===== config.mk =====
export PLATFORM = sky130hd
export DESIGN_NAME = infix_to_postfix_converter
export DESIGN_NICKNAME = d
export VERILOG_FILES = /design/src/hdl/itp_pkg.sv /design/src/hdl/infix_to_postfix_converter.sv /design/src/hdl/itp_stack_ram.sv /design/src/hdl/itp_seq.sv
export VERILOG_INCLUDE_DIRS = /design/src /design/src/hdl
export SDC_FILE = /design/constraint.sdc
export NUM_CORES = 1
export LEC_CHECK = 0
export BUFFER_PORTS_ARGS = -buffer_cell sky130_fd_sc_hd__buf_4
export CORE_UTILIZATION = 30
export DETAILED_ROUTE_END_ITERATION = 8
export PLACE_DENSITY_LB_ADDON = 0.08
export SYNTH_ARGS = -nofsm -noshare
export SYNTH_HDL_FRONTEND = slang
export SYNTH_SLANG_ARGS = --single-unit

===== constraint.sdc =====
create_clock -name clk -period 7.5 [get_ports clk]
set_input_delay 1.5 -clock clk [delete_from_list [all_inputs] [get_ports clk]]
set_output_delay 1.5 -clock clk [all_outputs]
set_load 0.02 [all_outputs]

===== src/hdl/infix_to_postfix_converter_macros.svh =====
// Assertion macros for the infix to postfix converter.
`ifndef INFIX_TO_POSTFIX_CONVERTER_MACROS_SVH
`define INFIX_TO_POSTFIX_CONVERTER_MACROS_SVH
`ifndef SYNTH
`define ITP_ASSERT_SAME(label, ante, cons) \
  label: assert property (@(posedge clk) disable iff (rst) (ante) |-> (cons)) \
    else $error("itp assertion failed");
`define ITP_ASSERT_NEXT(label, ante, cons) \
  label: assert property (@(posedge clk) disable iff (rst) (ante) |=> (cons)) \
    else $error("itp assertion failed");
`else
`define ITP_ASSERT_SAME(label, ante, cons)
`define ITP_ASSERT_NEXT(label, ante, cons)
`endif
`endif


===== src/hdl/itp_pkg.sv =====
// Shared types, constants and helpers of the infix to postfix converter.
`default_nettype none
package itp_pkg;

  localparam int STACK_DEPTH = 16;
  localparam int CNT_W = $clog2(STACK_DEPTH + 1);
  localparam int PTR_W = $clog2(STACK_DEPTH);

  typedef logic [2:0] entry_t;
  localparam entry_t LPAREN_MARK = 3'd4;

  localparam logic [2:0] MODE_NUM    = 3'd0;
  localparam logic [2:0] MODE_OP     = 3'd1;
  localparam logic [2:0] MODE_LPAREN = 3'd2;
  localparam logic [2:0] MODE_RPAREN = 3'd3;
  localparam logic [2:0] MODE_END    = 3'd4;

  localparam logic [1:0] KIND_NUM = 2'd0;
  localparam logic [1:0] KIND_OP  = 2'd1;
  localparam logic [1:0] KIND_END = 2'd2;
  localparam logic [1:0] KIND_OVF = 2'd3;

  typedef struct packed {
    logic [2:0]         mode;
    logic signed [31:0] number_value;
    logic [1:0]         op_code;
  } in_t;

  typedef struct packed {
    logic [1:0]         out_kind;
    logic signed [31:0] out_value;
    logic [1:0]         out_op;
    logic               last;
  } out_t;

  typedef struct packed {
    logic             rd_en;
    logic [PTR_W-1:0] rd_addr;
    logic             wr_en;
    logic [PTR_W-1:0] wr_addr;
    entry_t           wr_data;
  } ram_req_t;

  typedef struct packed {
    logic             busy;
    logic [CNT_W-1:0] cnt;
  } seq_status_t;

  // true when the stacked operator binds at least as tightly as the incoming one
  function automatic logic prec_le(logic [1:0] op, entry_t t);
    return !(op[1] && !t[1]);
  endfunction

  function automatic out_t mk_result(logic [1:0] kind, logic signed [31:0] value,
                                     logic [1:0] op, logic last);
    out_t r;
    r.out_kind  = kind;
    r.out_value = value;
    r.out_op    = op;
    r.last      = last;
    return r;
  endfunction

endpackage
`default_nettype wire


===== src/hdl/infix_to_postfix_converter.sv =====
// Top level of the infix to postfix converter: output register and sequencer hookup.
//
//   channel  direction  handshake           beat
//   in       to block   in_valid/in_stall   itp_pkg::in_t  (one infix token)
//   out      from block out_valid/out_stall itp_pkg::out_t (one postfix token)
//
// A token is taken in while idle and then handled in steps: a number or push takes one,
// each popped operator adds one, and a final result after popped operators adds one.
// The stack RAM read port sets the pace: one pop per cycle unless the output stalls;
// read data comes next cycle. Reset clears the stack count but not the RAM.
// A stalled output holds the sequencer; new tokens wait until the current one is done.
`default_nettype none
`include "infix_to_postfix_converter_macros.svh"
module infix_to_postfix_converter (
  input  wire logic          clk,
  input  wire logic          rst,
  input  wire logic          in_valid,
  output logic               in_stall,
  input  wire itp_pkg::in_t  in_data,
  output logic               out_valid,
  input  wire logic          out_stall,
  output itp_pkg::out_t      out_data
);

  itp_pkg::ram_req_t    req;
  itp_pkg::entry_t      rd_data;
  itp_pkg::out_t        out_beat;
  itp_pkg::seq_status_t status;
  logic                 out_load;
  logic                 can_emit;

  assign can_emit = !out_valid || !out_stall;
  assign in_stall = status.busy;

  itp_stack_ram u_ram (
    .clk     (clk),
    .req     (req),
    .rd_data (rd_data)
  );

  itp_seq u_seq (
    .clk      (clk),
    .rst      (rst),
    .in_valid (in_valid),
    .in_data  (in_data),
    .can_emit (can_emit),
    .rd_data  (rd_data),
    .req      (req),
    .out_load (out_load),
    .out_beat (out_beat),
    .status   (status)
  );

  always_ff @(posedge clk) begin
    if (rst) begin
      out_valid <= 1'b0;
    end else if (out_load) begin
      out_valid <= 1'b1;
    end else if (!out_stall) begin
      out_valid <= 1'b0;
    end
  end

  always_ff @(posedge clk) begin
    if (out_load) begin
      out_data <= out_beat;
    end
  end

  `ITP_ASSERT_SAME(a_cnt_range, 1'b1, status.cnt <= itp_pkg::CNT_W'(itp_pkg::STACK_DEPTH))
  `ITP_ASSERT_SAME(a_load_free, out_load, can_emit)
  `ITP_ASSERT_NEXT(a_accept_busy, in_valid && !in_stall, in_stall)
  `ITP_ASSERT_SAME(a_no_rw_clash, req.rd_en && req.wr_en, 1'b0)

endmodule
`default_nettype wire


===== src/hdl/itp_stack_ram.sv =====
// Operator stack storage: one write port, one registered read port.
`default_nettype none
module itp_stack_ram (
  input  wire logic              clk,
  input  wire itp_pkg::ram_req_t req,
  output itp_pkg::entry_t        rd_data
);

  itp_pkg::entry_t mem [itp_pkg::STACK_DEPTH];

  always_ff @(posedge clk) begin
    if (req.wr_en) begin
      mem[req.wr_addr] <= req.wr_data;
    end
    if (req.rd_en) begin
      rd_data <= mem[req.rd_addr];
    end
  end

endmodule
`default_nettype wire


===== src/hdl/itp_seq.sv =====
// Token sequencer: top-of-stack register, stack count and result ordering.
`default_nettype none
module itp_seq (
  input  wire logic                 clk,
  input  wire logic                 rst,
  input  wire logic                 in_valid,
  input  wire itp_pkg::in_t         in_data,
  input  wire logic                 can_emit,
  input  wire itp_pkg::entry_t      rd_data,
  output itp_pkg::ram_req_t         req,
  output logic                      out_load,
  output itp_pkg::out_t             out_beat,
  output itp_pkg::seq_status_t      status
);

  typedef enum logic [2:0] {
    S_IDLE  = 3'b001,
    S_WORK  = 3'b010,
    S_CLOSE = 3'b100
  } state_t;

  state_t                     state, state_next;
  itp_pkg::in_t               item;
  logic [itp_pkg::CNT_W-1:0]  cnt, cnt_next;
  itp_pkg::entry_t            top, top_next;
  logic                       from_ram, from_ram_next;
  itp_pkg::out_t              pend, pend_next;
  logic                       pend_valid, pend_valid_next;

  itp_pkg::entry_t            eff_top;
  logic                       have_top, not_lp, full, step;
  logic [itp_pkg::CNT_W-1:0]  cnt_m1, cnt_m2;
  logic                       act_pop, act_emit, act_push, act_fin, act_clear, fin_v;
  itp_pkg::entry_t            push_val;
  itp_pkg::out_t              emit_res, fin_res;

  assign eff_top  = from_ram ? rd_data : top;
  assign have_top = cnt != '0;
  assign not_lp   = eff_top != itp_pkg::LPAREN_MARK;
  assign full     = cnt == itp_pkg::CNT_W'(itp_pkg::STACK_DEPTH);
  assign cnt_m1   = cnt - itp_pkg::CNT_W'(1);
  assign cnt_m2   = cnt - itp_pkg::CNT_W'(2);
  assign step     = (state == S_WORK) && can_emit;

  // decode one step of the current token
  always_comb begin
    act_pop   = 1'b0;
    act_emit  = 1'b0;
    act_push  = 1'b0;
    act_fin   = 1'b0;
    act_clear = 1'b0;
    fin_v     = 1'b0;
    push_val  = itp_pkg::entry_t'(item.op_code);
    emit_res  = itp_pkg::mk_result(itp_pkg::KIND_OP, 32'sd0, eff_top[1:0], 1'b0);
    fin_res   = itp_pkg::mk_result(itp_pkg::KIND_OVF, 32'sd0, 2'd0, 1'b1);
    if (step) begin
      case (item.mode)
        itp_pkg::MODE_NUM: begin
          act_fin = 1'b1;
          fin_v   = 1'b1;
          fin_res = itp_pkg::mk_result(itp_pkg::KIND_NUM, item.number_value, 2'd0, 1'b1);
        end
        itp_pkg::MODE_OP: begin
          if (have_top && not_lp && itp_pkg::prec_le(item.op_code, eff_top)) begin
            act_pop  = 1'b1;
            act_emit = 1'b1;
          end else if (!full) begin
            act_push = 1'b1;
            act_fin  = 1'b1;
          end else begin
            act_fin = 1'b1;
            fin_v   = 1'b1;
          end
        end
        itp_pkg::MODE_LPAREN: begin
          push_val = itp_pkg::LPAREN_MARK;
          act_fin  = 1'b1;
          act_push = !full;
          fin_v    = full;
        end
        itp_pkg::MODE_RPAREN: begin
          act_pop = have_top;
          if (have_top && not_lp) begin
            act_emit = 1'b1;
          end else begin
            act_fin = 1'b1;
          end
        end
        itp_pkg::MODE_END: begin
          if (have_top && not_lp) begin
            act_pop  = 1'b1;
            act_emit = 1'b1;
          end else begin
            act_clear = 1'b1;
            act_fin   = 1'b1;
            fin_v     = 1'b1;
            fin_res   = itp_pkg::mk_result(itp_pkg::KIND_END, 32'sd0, 2'd0, 1'b1);
          end
        end
        default: begin
          act_fin = 1'b1;
        end
      endcase
    end
  end

  always_comb begin
    state_next      = state;
    cnt_next        = cnt;
    top_next        = eff_top;
    from_ram_next   = 1'b0;
    pend_next       = pend;
    pend_valid_next = pend_valid;
    out_load        = 1'b0;
    out_beat        = pend;
    req             = '0;

    unique case (state)
      S_IDLE: begin
        if (in_valid) begin
          state_next = S_WORK;
        end
      end
      S_WORK: begin
        if (act_pop) begin
          cnt_next = cnt_m1;
          if (cnt > itp_pkg::CNT_W'(1)) begin
            req.rd_en     = 1'b1;
            req.rd_addr   = cnt_m2[itp_pkg::PTR_W-1:0];
            from_ram_next = 1'b1;
          end
        end
        if (act_push) begin
          if (have_top) begin
            req.wr_en   = 1'b1;
            req.wr_addr = cnt_m1[itp_pkg::PTR_W-1:0];
            req.wr_data = eff_top;
          end
          top_next = push_val;
          cnt_next = cnt + itp_pkg::CNT_W'(1);
        end
        if (act_clear) begin
          cnt_next = '0;
        end
        if (act_emit) begin
          out_load        = pend_valid;
          pend_next       = emit_res;
          pend_valid_next = 1'b1;
        end
        if (act_fin) begin
          if (fin_v) begin
            if (pend_valid) begin
              out_load   = 1'b1;
              pend_next  = fin_res;
              state_next = S_CLOSE;
            end else begin
              out_load   = 1'b1;
              out_beat   = fin_res;
              state_next = S_IDLE;
            end
          end else begin
            out_load        = pend_valid;
            out_beat.last   = 1'b1;
            pend_valid_next = 1'b0;
            state_next      = S_IDLE;
          end
        end
      end
      S_CLOSE: begin
        if (can_emit) begin
          out_load        = 1'b1;
          pend_valid_next = 1'b0;
          state_next      = S_IDLE;
        end
      end
      default: begin
        state_next = S_IDLE;
      end
    endcase
  end

  always_ff @(posedge clk) begin
    if (rst) begin
      state      <= S_IDLE;
      cnt        <= '0;
      from_ram   <= 1'b0;
      pend_valid <= 1'b0;
    end else begin
      state      <= state_next;
      cnt        <= cnt_next;
      from_ram   <= from_ram_next;
      pend_valid <= pend_valid_next;
    end
  end

  always_ff @(posedge clk) begin
    top  <= top_next;
    pend <= pend_next;
    if (state == S_IDLE && in_valid) begin
      item <= in_data;
    end
  end

  assign status.busy = state != S_IDLE;
  assign status.cnt  = cnt;

endmodule
`default_nettype wire


* Word level (Yosys, flattened, before mapping) *
Memories as Yosys holds them, arrays and structs flattened. A register that Yosys moved wholly into a read port is not among the register bits.
Cells that the tools add are included.

operators by class
  add/subtract/negate cells = 3
  equal/unequal tests = 14
  magnitude comparators = 1
  multiplexer cells = 66
  bitwise logic cells = 2
  reduce and logical (&&, ||, !) cells = 20

operators by type and width
  kind                 number
  $mux 37              8
  $pmux 37 s2          1
  $mux 36              2
  $mux 3               10
  $mux 1               29
  $mux 5               5
  $mux 8               2
  $mux 13              1
  $pmux 1 s2           5
  $eq 3x2->1 const B   3
  $pmux 3 s3           1
  $eq 3x1->1 const B   2
  $eq 3x3->1 const B   2
  $ne 2x1->1 const B   3
  $add 5x1->5 const B  1
  $eq 5x5->1 const B   1
  $gt 5x1->1 const B   1
  $logic_and 1x1->1    5
  $logic_not 1->1      5
  $reduce_bool 5->1    1
  $sub 5x1->5 const B  1
  $pmux 1 s4           1
  $reduce_and 2->1     2
  $sub 4x2->4 const B  1
  other kinds (12)     13

word-level totals
  input port bits = 41
  RAM bits = 48
  output and inout port bits = 39
  register bits = 125
  memories kept = 1

memory list
  memory     words  bits a word  read ports  clocked after Yosys merged registers in  write ports  RTL line            text
  u_ram.mem  16     3            1           1                                        1            itp_stack_ram.sv:9  itp_pkg::entry_t mem [itp_pkg::STACK_DEPTH];

* Longest topological paths before layout *
Gate-level depths: netlist of run 1.

  depth in word-level cells = 12
  mapped depth = 12
  depth with buffers taken out = 9

* By module *
Synthesis of run 1 repeated with hierarchy kept, for this count alone.

second synthesis, totals
  cells, all modules = 579
  area, all modules = 7,967.6 um2

modules (own cells, without submodules)
  module                      seq. area each (um2)  cells an instance  area each (um2)  instances
  itp_seq                     2,482.4               435                4,782.1          1
  itp_stack_ram               1,531.5               103                2,042.0          1
  infix_to_postfix_converter  1,131.1               41                 1,143.6          1

* Worst setup path after synthesis of run 1 *
No wires, ideal clock.

  path type = reg-to-reg
  from = register u_seq.state[1]
  to = register out_data[0] in the netlist's numbering, enable pin
  cell stages (with the launch flop) = 6
  path buffers = 0
  arrival time = 5.398 ns
  library setup time = 0.483 ns
  setup slack = 1.619 ns
  clock period less this slack = 5.881 ns
  cell sequence = dfxtp_1 > nor3b_1 > nand2_1 > nor2_1 > o21ai_2 > o21ai_0

on the way
  word-level cells in the longest chain between the ends = 6
  elaborated cells between the ends (all ways) = 10

ends and longest elaborated chain
  item                              RTL line                          text
  start: declaration                itp_seq.sv:22                     state_t state, state_next;
  start signal: assignment          itp_seq.sv:189                    state <= state_next;
  $eq 3x2->1                        itp_seq.sv:43, itp_seq.sv:118
  $logic_and 1x1->1                 itp_seq.sv:43                     assign step = (state == S_WORK) && can_emit;
  $mux 1                            itp_seq.sv:56                     if (step) begin
  $mux 1, on equally long branches  itp_seq.sv:145, itp_seq.sv:151
  $mux 1                            itp_seq.sv:150                    if (act_fin) begin
  $pmux 1 s2 *                      itp_seq.sv:118                    unique case (state)
  net out_load                      infix_to_postfix_converter.sv:29  logic out_load;
  end signal: assignment            infix_to_postfix_converter.sv:66  out_data <= out_beat;
  end: declaration                  infix_to_postfix_converter.sv:22  output itp_pkg::out_t out_data

Mark *: on every way through the listed nets, which the timed path passes. The rest lies on a longest branch.
A chain may end at the register's enable or synchronous reset.

==> summary.json, run 1 <==
{
  "fillerInstances": {"value": 2456},
  "final-max-slew-violation-count": {"value": 0},
  "status": {"value": "complete, no violations"},
  "number_of_cells_on_the_worst_hold_path": {"value": 1},
  "dominantRegCellSynth": {"value": "edfxtp_1"},
  "postSynthRegisterBits": {"value": 176},
  "crit_chain": {"value": "inv_1 -> ha_1 -> or4b_4 -> nand3_2 -> o31ai_1 -> nor2_1 -> nand3_1 -> nor2_1"},
  "floorplan.initialDensity": {"value": 0.306},
  "synthMostInstantiatedCell": {"value": "edfxtp_1"},
  "fin_total_pwr": {"value": 2.09, "unit": "mW"},
  "synth.lib_cells_used.distinct": {"value": 59},
  "setup_ws": {"value": 3.50, "unit": "ns"},
  "cts.hold.buffers_added": {"value": 0},
  "post_synth_inst_count": {"value": 595},
  "worst_tran_pin_value": {"value": 1.17, "unit": "ns"},
  "final-setup-viol-count": {"value": 0},
  "crit_fanout": {"value": 17},
  "timing.setup.critical_path_class": {"value": "register to register"},
  "worst_reg2reg_setup_slack": {"value": 3.50, "unit": "ns"},
  "vias": {"value": 4860},
  "grt_resource_usage_total": {"value": 0.135},
  "timing.rr.start": {"value": "u_seq.cnt[1]$_SDFFE_PP0P_"},
  "clk_pin_slew_worst_paths": {"value": 0.07, "unit": "ns"},
  "cts-htree-levels": {"value": 4},
  "worstPathArrival": {"value": 4.05, "unit": "ns"},
  "timing.critical_path.to_type": {"value": "register"},
  "worst_skew_pair.late_latency": {"value": 0.43, "unit": "ns"},
  "avgViaCountPerCell": {"value": 4.82},
  "finalHoldViolCount": {"value": 0},
  "area_growth_syn_to_layout": {"value": 19.3, "unit": "%"},
  "ant_nets": {"value": 0},
  "via_count_of_the_first_global_routing_pass": {"value": 4723},
  "power.density": {"value": 227, "unit": "nW/um^2"},
  "drt_iter0_markers": {"value": 308},
  "postCtsSetupRepairBufs": {"value": 0},
  "cp_most_frequent_cell": {"value": "nor2_1"},
  "post-synth-top-area-cell": {"value": "edfxtp_1"},
  "crit_path_start_kind": {"value": "register"},
  "cts_sinks": {"value": 176},
  "core": {"value": 25300, "unit": "sq um"},
  "dr.pass1.iters": {"value": 4},
  "rsz0062_at_grt": {"value": "false"},
  "post_route_cells_drive_above_1_share": {"value": 0.206},
  "die_width": {"value": 163, "unit": "um"},
  "cts-root-to-sink-buffers": {"value": 2},
  "postSynthAreaPerCell": {"value": 13.0, "unit": "sq um"},
  "grt_first_pass_wirelength": {"value": 26700, "unit": "um"},
  "drc": {"value": 0},
  "mappedNetlistArea": {"value": 7730, "unit": "sq um"},
  "ff2ff_path_depth": {"value": 8},
  "synth_cell_count_leaders": {"value": "edfxtp_1 (162), nand2_1 (55), o21ai_0 (45)"},
  "worst-endpoint-required": {"value": 7.55, "unit": "ns"},
  "power.leakage": {"value": 3.34, "unit": "nW"},
  "max-cap-violations": {"value": 0},
  "rr_endpoint": {"value": "u_ram.mem[10][0]$_DFFE_PP_"},
  "antenna_cells_inserted": {"value": 0},
  "final.setup.tns": {"value": 0, "unit": "ns"},
  "crit_start": {"value": "u_seq.cnt[1]$_SDFFE_PP0P_"},
  "fmax": {"value": 250, "unit": "MHz"},
  "detail_route.wl_per_cell": {"value": 17.0, "unit": "um"},
  "finalCritPeriodShare": {"value": 0.533},
  "io_buffer_count": {"value": 79},
  "async_reset_ff_frac": {"value": 0},
  "cts_made_buffers": {"value": 17},
  "initial_antenna_violation_count": {"value": 0},
  "path_buf_inv": {"value": 1},
  "gpl.final_weighted_congestion": {"value": 0.804},
  "min_to": {"value": "u_seq.state[1]$_SDFFE_PP0P_"},
  "synth_fp_nets": {"value": 643},
  "hp-class": {"value": "register to register"},
  "cts_root_buffer": {"value": "clkbuf_16"},
  "ys_seq_area_frac": {"value": 0.665},
  "die-height": {"value": 163, "unit": "um"},
  "pin_count": {"value": 80},
  "grt_max_degree": {"value": 75},
  "wl": {"value": 17100, "unit": "um"},
  "globalRoute.totalOverflow": {"value": 0},
  "ys.warnings.count": {"value": 0},
  "netlist.area_leader.share": {"value": 0.629},
  "cts-resized-gates": {"value": 0},
  "path_delay_family": {"value": "simple AND/OR/NAND/NOR gates"},
  "place_hpwl": {"value": 11000, "unit": "um"},
  "hold_path_start": {"value": "u_seq.state[2]$_SDFFE_PP0P_"},
  "num_rows": {"value": 58},
  "ys_top_cells_by_area": {"value": "edfxtp_1 (63%), mux2i_1 (5.6%), dfxtp_1 (3.6%), o21ai_0 (2.9%), nand2_1 (2.7%)"},
  "design.die.area": {"value": 26400, "unit": "sq um"},
  "layout_skew": {"value": 0.0147, "unit": "ns"},
  "vdd_ir_drop_max": {"value": 0.0965, "unit": "mV"},
  "max-slew-margin-rel": {"value": 0.217},
  "critical-path-max-stage-delay": {"value": 1.04, "unit": "ns"},
  "dp_worst_setup_slack": {"value": 3.50, "unit": "ns"},
  "final.min_clock_period": {"value": 4.00, "unit": "ns"},
  "synth_edf_count": {"value": 162},
  "crit_path_max_delay_cell_type": {"value": "nor2_1"},
  "final_nets": {"value": 714},
  "cts_tree": {"value": "done"}
}
==> sequential cells by signal, summed over array words and instances, names as in the netlist <==
name,count
u_seq.top,3
u_seq.pend,37
out_valid,1
u_ram.rd_data,3
u_seq.state,3
out_data,37
u_seq.cnt,5
u_ram.mem,48
u_seq.pend_valid,1
u_seq.from_ram,1
u_seq.item,37
==> placed cells by master, fill, tap and decap left out, drive strengths merged, types with 5 or more instances in the layout <==
cell and count:
clkbuf 17, mux4 5, edfxtp 162, nand3 40, clkinv 7, and2 6, a21oi 10, mux2i 43
o21ai 46, nor3b 6, nor4 7, nand2 55, nor3 16, dfxtp 14, inv 47, nor2 31
ha 7, buf 85
==> cell type report <==
class / count / area, sq um / area share
Sequential cell: 176 / 5140 / 0.558
Clock inverter: 15 / 181 / 0.0197
Inverter: 43 / 161 / 0.0175
Tap cell: 330 / 413 / 0.0448
Multi-Input combinational cell: 343 / 2260 / 0.245
Timing Repair Buffer: 85 / 638 / 0.0692
Clock buffer: 17 / 425 / 0.0461
==> worst reg2reg max path, stage by stage (launching register included) <==
cell and delay, ns:
dfxtp_1 0.57, inv_1 0.36, ha_1 0.22, or4b_4 0.49, nand3_2 0.14, o31ai_1 0.17, nor2_1 0.20, nand3_1 0.41
nor2_1 1.04
==> how the worst max path moves through the flow <==
| stage | endpoint | slack, ns | depth (start not counted) |
|---|---|---|---|
| global placement | out_data[35]$_DFFE_PP_ | 3.55 | 7 |
| CTS | u_ram.mem[8][0]$_DFFE_PP_ | 3.45 | 8 |
| floorplan | out_data[0]$_DFFE_PP_ | 1.62 | 5 |
| finish | u_ram.mem[10][0]$_DFFE_PP_ | 3.50 | 8 |
| detailed placement | u_ram.mem[14][0]$_DFFE_PP_ | 3.50 | 8 |
| global route | u_ram.mem[10][0]$_DFFE_PP_ | 3.13 | 8 |
==> metal layers <==
metal	part of all wire	global-route usage	up-vias	wire length, um
met2	0.47	0.210	118	7970
met5	0	0	-	0
met3	0.048	0.0257	16	827
li1	-	-	2339	-
met4	0.012	0.0484	0	198
met1	0.47	0.188	2387	8120
==> kinds of logic (layout without fill, tap and decap cells) <==
group / Yosys count / count (layout) / synth area share
and+or+nand+nor: 186 / 186 / 0.119
DFF: 176 / 176 / 0.665
xor gates and xnor gates: 6 / 6 / 0.00680
muxes: 52 / 52 / 0.0765
adders and majority gates: 7 / 7 / 0.0113
AOI/OAI and AO/OA: 92 / 92 / 0.0744
buffers and inverters: 76 / 160 / 0.0460
==> report_power, final <==
group / internal (mW) / switching (mW) / total [mW] / leakage, nW
sequential: 1.09 / 0.0122 / 1.10 / 1.50
clock: 0.529 / 0.391 / 0.920 / 0.297
combinational: 0.0317 / 0.0399 / 0.0716 / 1.55
total: 1.65 / 0.443 / 2.09 / 3.34
==> per-stage QoR <==
step                      std cells  instance area (sq um)  utilization  hold WS [ns]
after floorplan                 595                   7730            -         0.453
after detailed placement        977                   8610        0.341         0.518
after CTS                      1009                   9220        0.365         0.526
final                          1009                   9220        0.365         0.524
after global routing           1009                   9220        0.365         0.539
after global placement          977                   8610        0.341         0.502
Note: power is estimated with default switching activity, not from simulation.
==> run 2: changes to the inputs <==
- clock period: 7.5 -> 4.05 ns (I/O delays scaled with it)
==> summary.json, run 2 (synthesized netlist as in run 1, its figures left out) <==
{
  "avgViaCountPerCell": {"value": 4.68, "change": "was 4.82"},
  "detail_route.wl_per_cell": {"value": 17.1, "unit": "um", "change": "was 17.0 um"},
  "worst_reg2reg_setup_slack": {"value": 0.72, "unit": "ns", "change": "was 3.50 ns"},
  "finalHoldViolCount": {"value": 0, "change": "unchanged"},
  "finalCritPeriodShare": {"value": 0.823, "change": "was 0.533"},
  "final-setup-viol-count": {"value": 0, "change": "unchanged"},
  "cts_tree": {"value": "done", "change": "unchanged"},
  "design.die.area": {"value": 26400, "unit": "sq um", "change": "unchanged"},
  "timing.critical_path.to_type": {"value": "register", "change": "unchanged"},
  "dr.pass1.iters": {"value": 5, "change": "was 4"},
  "crit_path_start_kind": {"value": "register", "change": "unchanged"},
  "final_nets": {"value": 727, "change": "was 714"},
  "grt_max_degree": {"value": 46, "change": "was 75"},
  "pin_count": {"value": 80, "change": "unchanged"},
  "ff2ff_path_depth": {"value": 8, "change": "unchanged"},
  "rsz0062_at_grt": {"value": "false", "change": "unchanged"},
  "rr_endpoint": {"value": "u_ram.mem[15][0]$_DFFE_PP_", "change": "was u_ram.mem[10][0]$_DFFE_PP_"},
  "cts-htree-levels": {"value": 4, "change": "unchanged"},
  "fmax": {"value": 300, "unit": "MHz", "change": "was 250 MHz"},
  "final-seq-area": {"value": 5140, "unit": "sq um", "change": "unchanged"},
  "power.leakage": {"value": 3.38, "unit": "nW", "change": "was 3.34 nW"},
  "ant_nets": {"value": 0, "change": "unchanged"},
  "io_buffer_count": {"value": 79, "change": "unchanged"},
  "floorplan.initialDensity": {"value": 0.306, "change": "unchanged"},
  "hp-class": {"value": "register to register", "change": "unchanged"},
  "die_width": {"value": 163, "unit": "um", "change": "unchanged"},
  "vdd_ir_drop_max": {"value": 0.234, "unit": "mV", "change": "was 0.0965 mV"},
  "postCtsSetupRepairBufs": {"value": 0, "change": "unchanged"},
  "post-route-util": {"value": 0.367, "change": "was 0.365"},
  "crit_fanout": {"value": 15, "change": "was 17"},
  "critical_path.endpoint": {"value": "u_ram.mem[15][0]$_DFFE_PP_", "change": "was u_ram.mem[10][0]$_DFFE_PP_"},
  "crit_start": {"value": "u_seq.cnt[1]$_SDFFE_PP0P_", "change": "unchanged"},
  "place_hpwl": {"value": 11900, "unit": "um", "change": "was 11,000 um"},
  "layout_skew": {"value": 0.0166, "unit": "ns", "change": "was 0.0147 ns"},
  "core": {"value": 25300, "unit": "sq um", "change": "unchanged"},
  "cts_made_buffers": {"value": 17, "change": "unchanged"},
  "max-slew-margin-rel": {"value": 0.534, "change": "was 0.217"},
  "cts-resized-gates": {"value": 0, "change": "unchanged"},
  "worstPathArrival": {"value": 3.39, "unit": "ns", "change": "was 4.05 ns"},
  "grt_resource_usage_total": {"value": 0.138, "change": "was 0.135"},
  "final.setup.tns": {"value": 0, "unit": "ns", "change": "unchanged"},
  "final.min_clock_period": {"value": 3.33, "unit": "ns", "change": "was 4.00 ns"},
  "worst_tran_pin_value": {"value": 0.692, "unit": "ns", "change": "was 1.17 ns"},
  "drt_iter0_markers": {"value": 336, "change": "was 308"},
  "largest_reg_flops": {"value": 48, "change": "unchanged"},
  "most-common-layout-cells": {"value": "edfxtp_1 (162), buf_4 (98), nand2_1 (55)", "change": "was edfxtp_1 (162), buf_4 (85), nand2_1 (55)"},
  "cts.hold.buffers_added": {"value": 0, "change": "unchanged"},
  "cts_sinks": {"value": 176, "change": "unchanged"},
  "timing.setup.critical_path_class": {"value": "register to register", "change": "unchanged"},
  "globalRoute.totalOverflow": {"value": 0, "change": "unchanged"},
  "fillerInstances": {"value": 2434, "change": "was 2,456"},
  "wl": {"value": 17500, "unit": "um", "change": "was 17,100 um"},
  "initial_antenna_violation_count": {"value": 0, "change": "unchanged"},
  "timing.rr.start": {"value": "u_seq.cnt[1]$_SDFFE_PP0P_", "change": "unchanged"},
  "multi_input_area": {"value": 2260, "unit": "sq um", "change": "about the same"},
  "clk_pin_slew_worst_paths": {"value": 0.07, "unit": "ns", "change": "about the same"},
  "max-cap-violations": {"value": 0, "change": "unchanged"},
  "gpl.final_weighted_congestion": {"value": 0.794, "change": "was 0.804"},
  "worst_skew_pair.late_latency": {"value": 0.43, "unit": "ns", "change": "about the same"},
  "grt_first_pass_wirelength": {"value": 27500, "unit": "um", "change": "was 26,700 um"},
  "power.density": {"value": 405, "unit": "nW/um^2", "change": "was 227 nW/um^2"},
  "cts_root_buffer": {"value": "clkbuf_16", "change": "unchanged"},
  "worst-endpoint-required": {"value": 4.11, "unit": "ns", "change": "was 7.55 ns"},
  "antenna_cells_inserted": {"value": 0, "change": "unchanged"},
  "final-max-slew-violation-count": {"value": 0, "change": "unchanged"},
  "drc": {"value": 0, "change": "unchanged"},
  "num_rows": {"value": 58, "change": "unchanged"},
  "mostFrequentLayoutCell": {"value": "edfxtp_1", "change": "unchanged"},
  "cts-root-to-sink-buffers": {"value": 2, "change": "unchanged"},
  "post_route_cells_drive_above_1_share": {"value": 0.218, "change": "was 0.206"},
  "largest_register": {"value": "u_ram.mem", "change": "unchanged"},
  "via_count_of_the_first_global_routing_pass": {"value": 4859, "change": "was 4,723"},
  "die-height": {"value": 163, "unit": "um", "change": "unchanged"},
  "vias": {"value": 4782, "change": "was 4,860"},
  "status": {"value": "complete, no violations", "change": "unchanged"},
  "area_growth_syn_to_layout": {"value": 20.0, "unit": "%", "change": "was 19.3%"}
}
[run 2: cell types whose count changed in the layout (fill, tap and decap cells not counted), sizes merged]
cell / before / now
bufinv: 3 / 1
buf: 85 / 98
clkbuf: 17 / 20
clkinv: 7 / 1
inv: 47 / 50
clkinvlp: 1 / 3
[run 2: where the power goes]
group,internal [mW],switching [mW]
sequential,2.01,0.0233
clock,0.866,0.725
combinational,0.0591,0.0713
total,2.94,0.820
[run 2: worst max-delay path: stages, from the launching register on]
cell	delay [ns]
dfxtp_1	0.31
inv_1	0.23
ha_1	0.21
or4b_4	0.49
nand3_2	0.14
o31ai_1	0.17
nor2_1	0.17
nand3_1	0.47
nor4_1	0.77
[run 2: routing by layer]
metal | track usage | up-vias | wire length [um]
met5 | 0 | - | 0
li1 | - | 2368 | -
met1 | 0.194 | 2320 | 8770
met4 | 0.0446 | 0 | 77
met2 | 0.215 | 90 | 8070
met3 | 0.0265 | 4 | 579
[run 2: final cells by class]
type | count | area share
multi-input combinational | 343 | 0.244
sequential | 176 | 0.555
clock buffer | 20 | 0.0471
clock inverter | 12 | 0.0135
timing repair buffer | 98 | 0.0793
inverter | 43 | 0.0174
tap | 330 | 0.0445
[run 2: stage by stage]
| step | cell area [sq um] | power (mW) | std cells | setup WS, ns | hold slack, ns |
|---|---|---|---|---|---|
| final | 9280 | 3.76 | 1022 | 0.716 | 0.500 |
| after global routing | 9280 | 3.89 | 1022 | 0.506 | 0.521 |
| after CTS | 9280 | 3.81 | 1022 | 0.691 | 0.498 |
| after detailed placement | 8720 | 2.20 | 990 | 0.701 | 0.493 |
| after global placement | 8720 | 2.20 | 990 | 0.819 | 0.514 |
| after floorplan | 7740 | 2.14 | 595 | 0.409 | 0.453 |
[run 2: worst min-delay path by stage]
stage / from / end / slack, ns / cells past startpoint
final: u_seq.item[0]$_DFFE_PP_ / u_seq.top[0]$_DFF_P_ / 0.50 / 1
after global routing: u_seq.item[0]$_DFFE_PP_ / u_seq.top[0]$_DFF_P_ / 0.52 / 1
after CTS: u_seq.item[0]$_DFFE_PP_ / u_seq.top[0]$_DFF_P_ / 0.50 / 1
after detailed placement: u_seq.item[0]$_DFFE_PP_ / u_seq.top[0]$_DFF_P_ / 0.49 / 1
after global placement: u_seq.item[0]$_DFFE_PP_ / u_seq.top[0]$_DFF_P_ / 0.51 / 1
after floorplan: u_seq.item[0]$_DFFE_PP_ / u_seq.top[0]$_DFF_P_ / 0.45 / 1
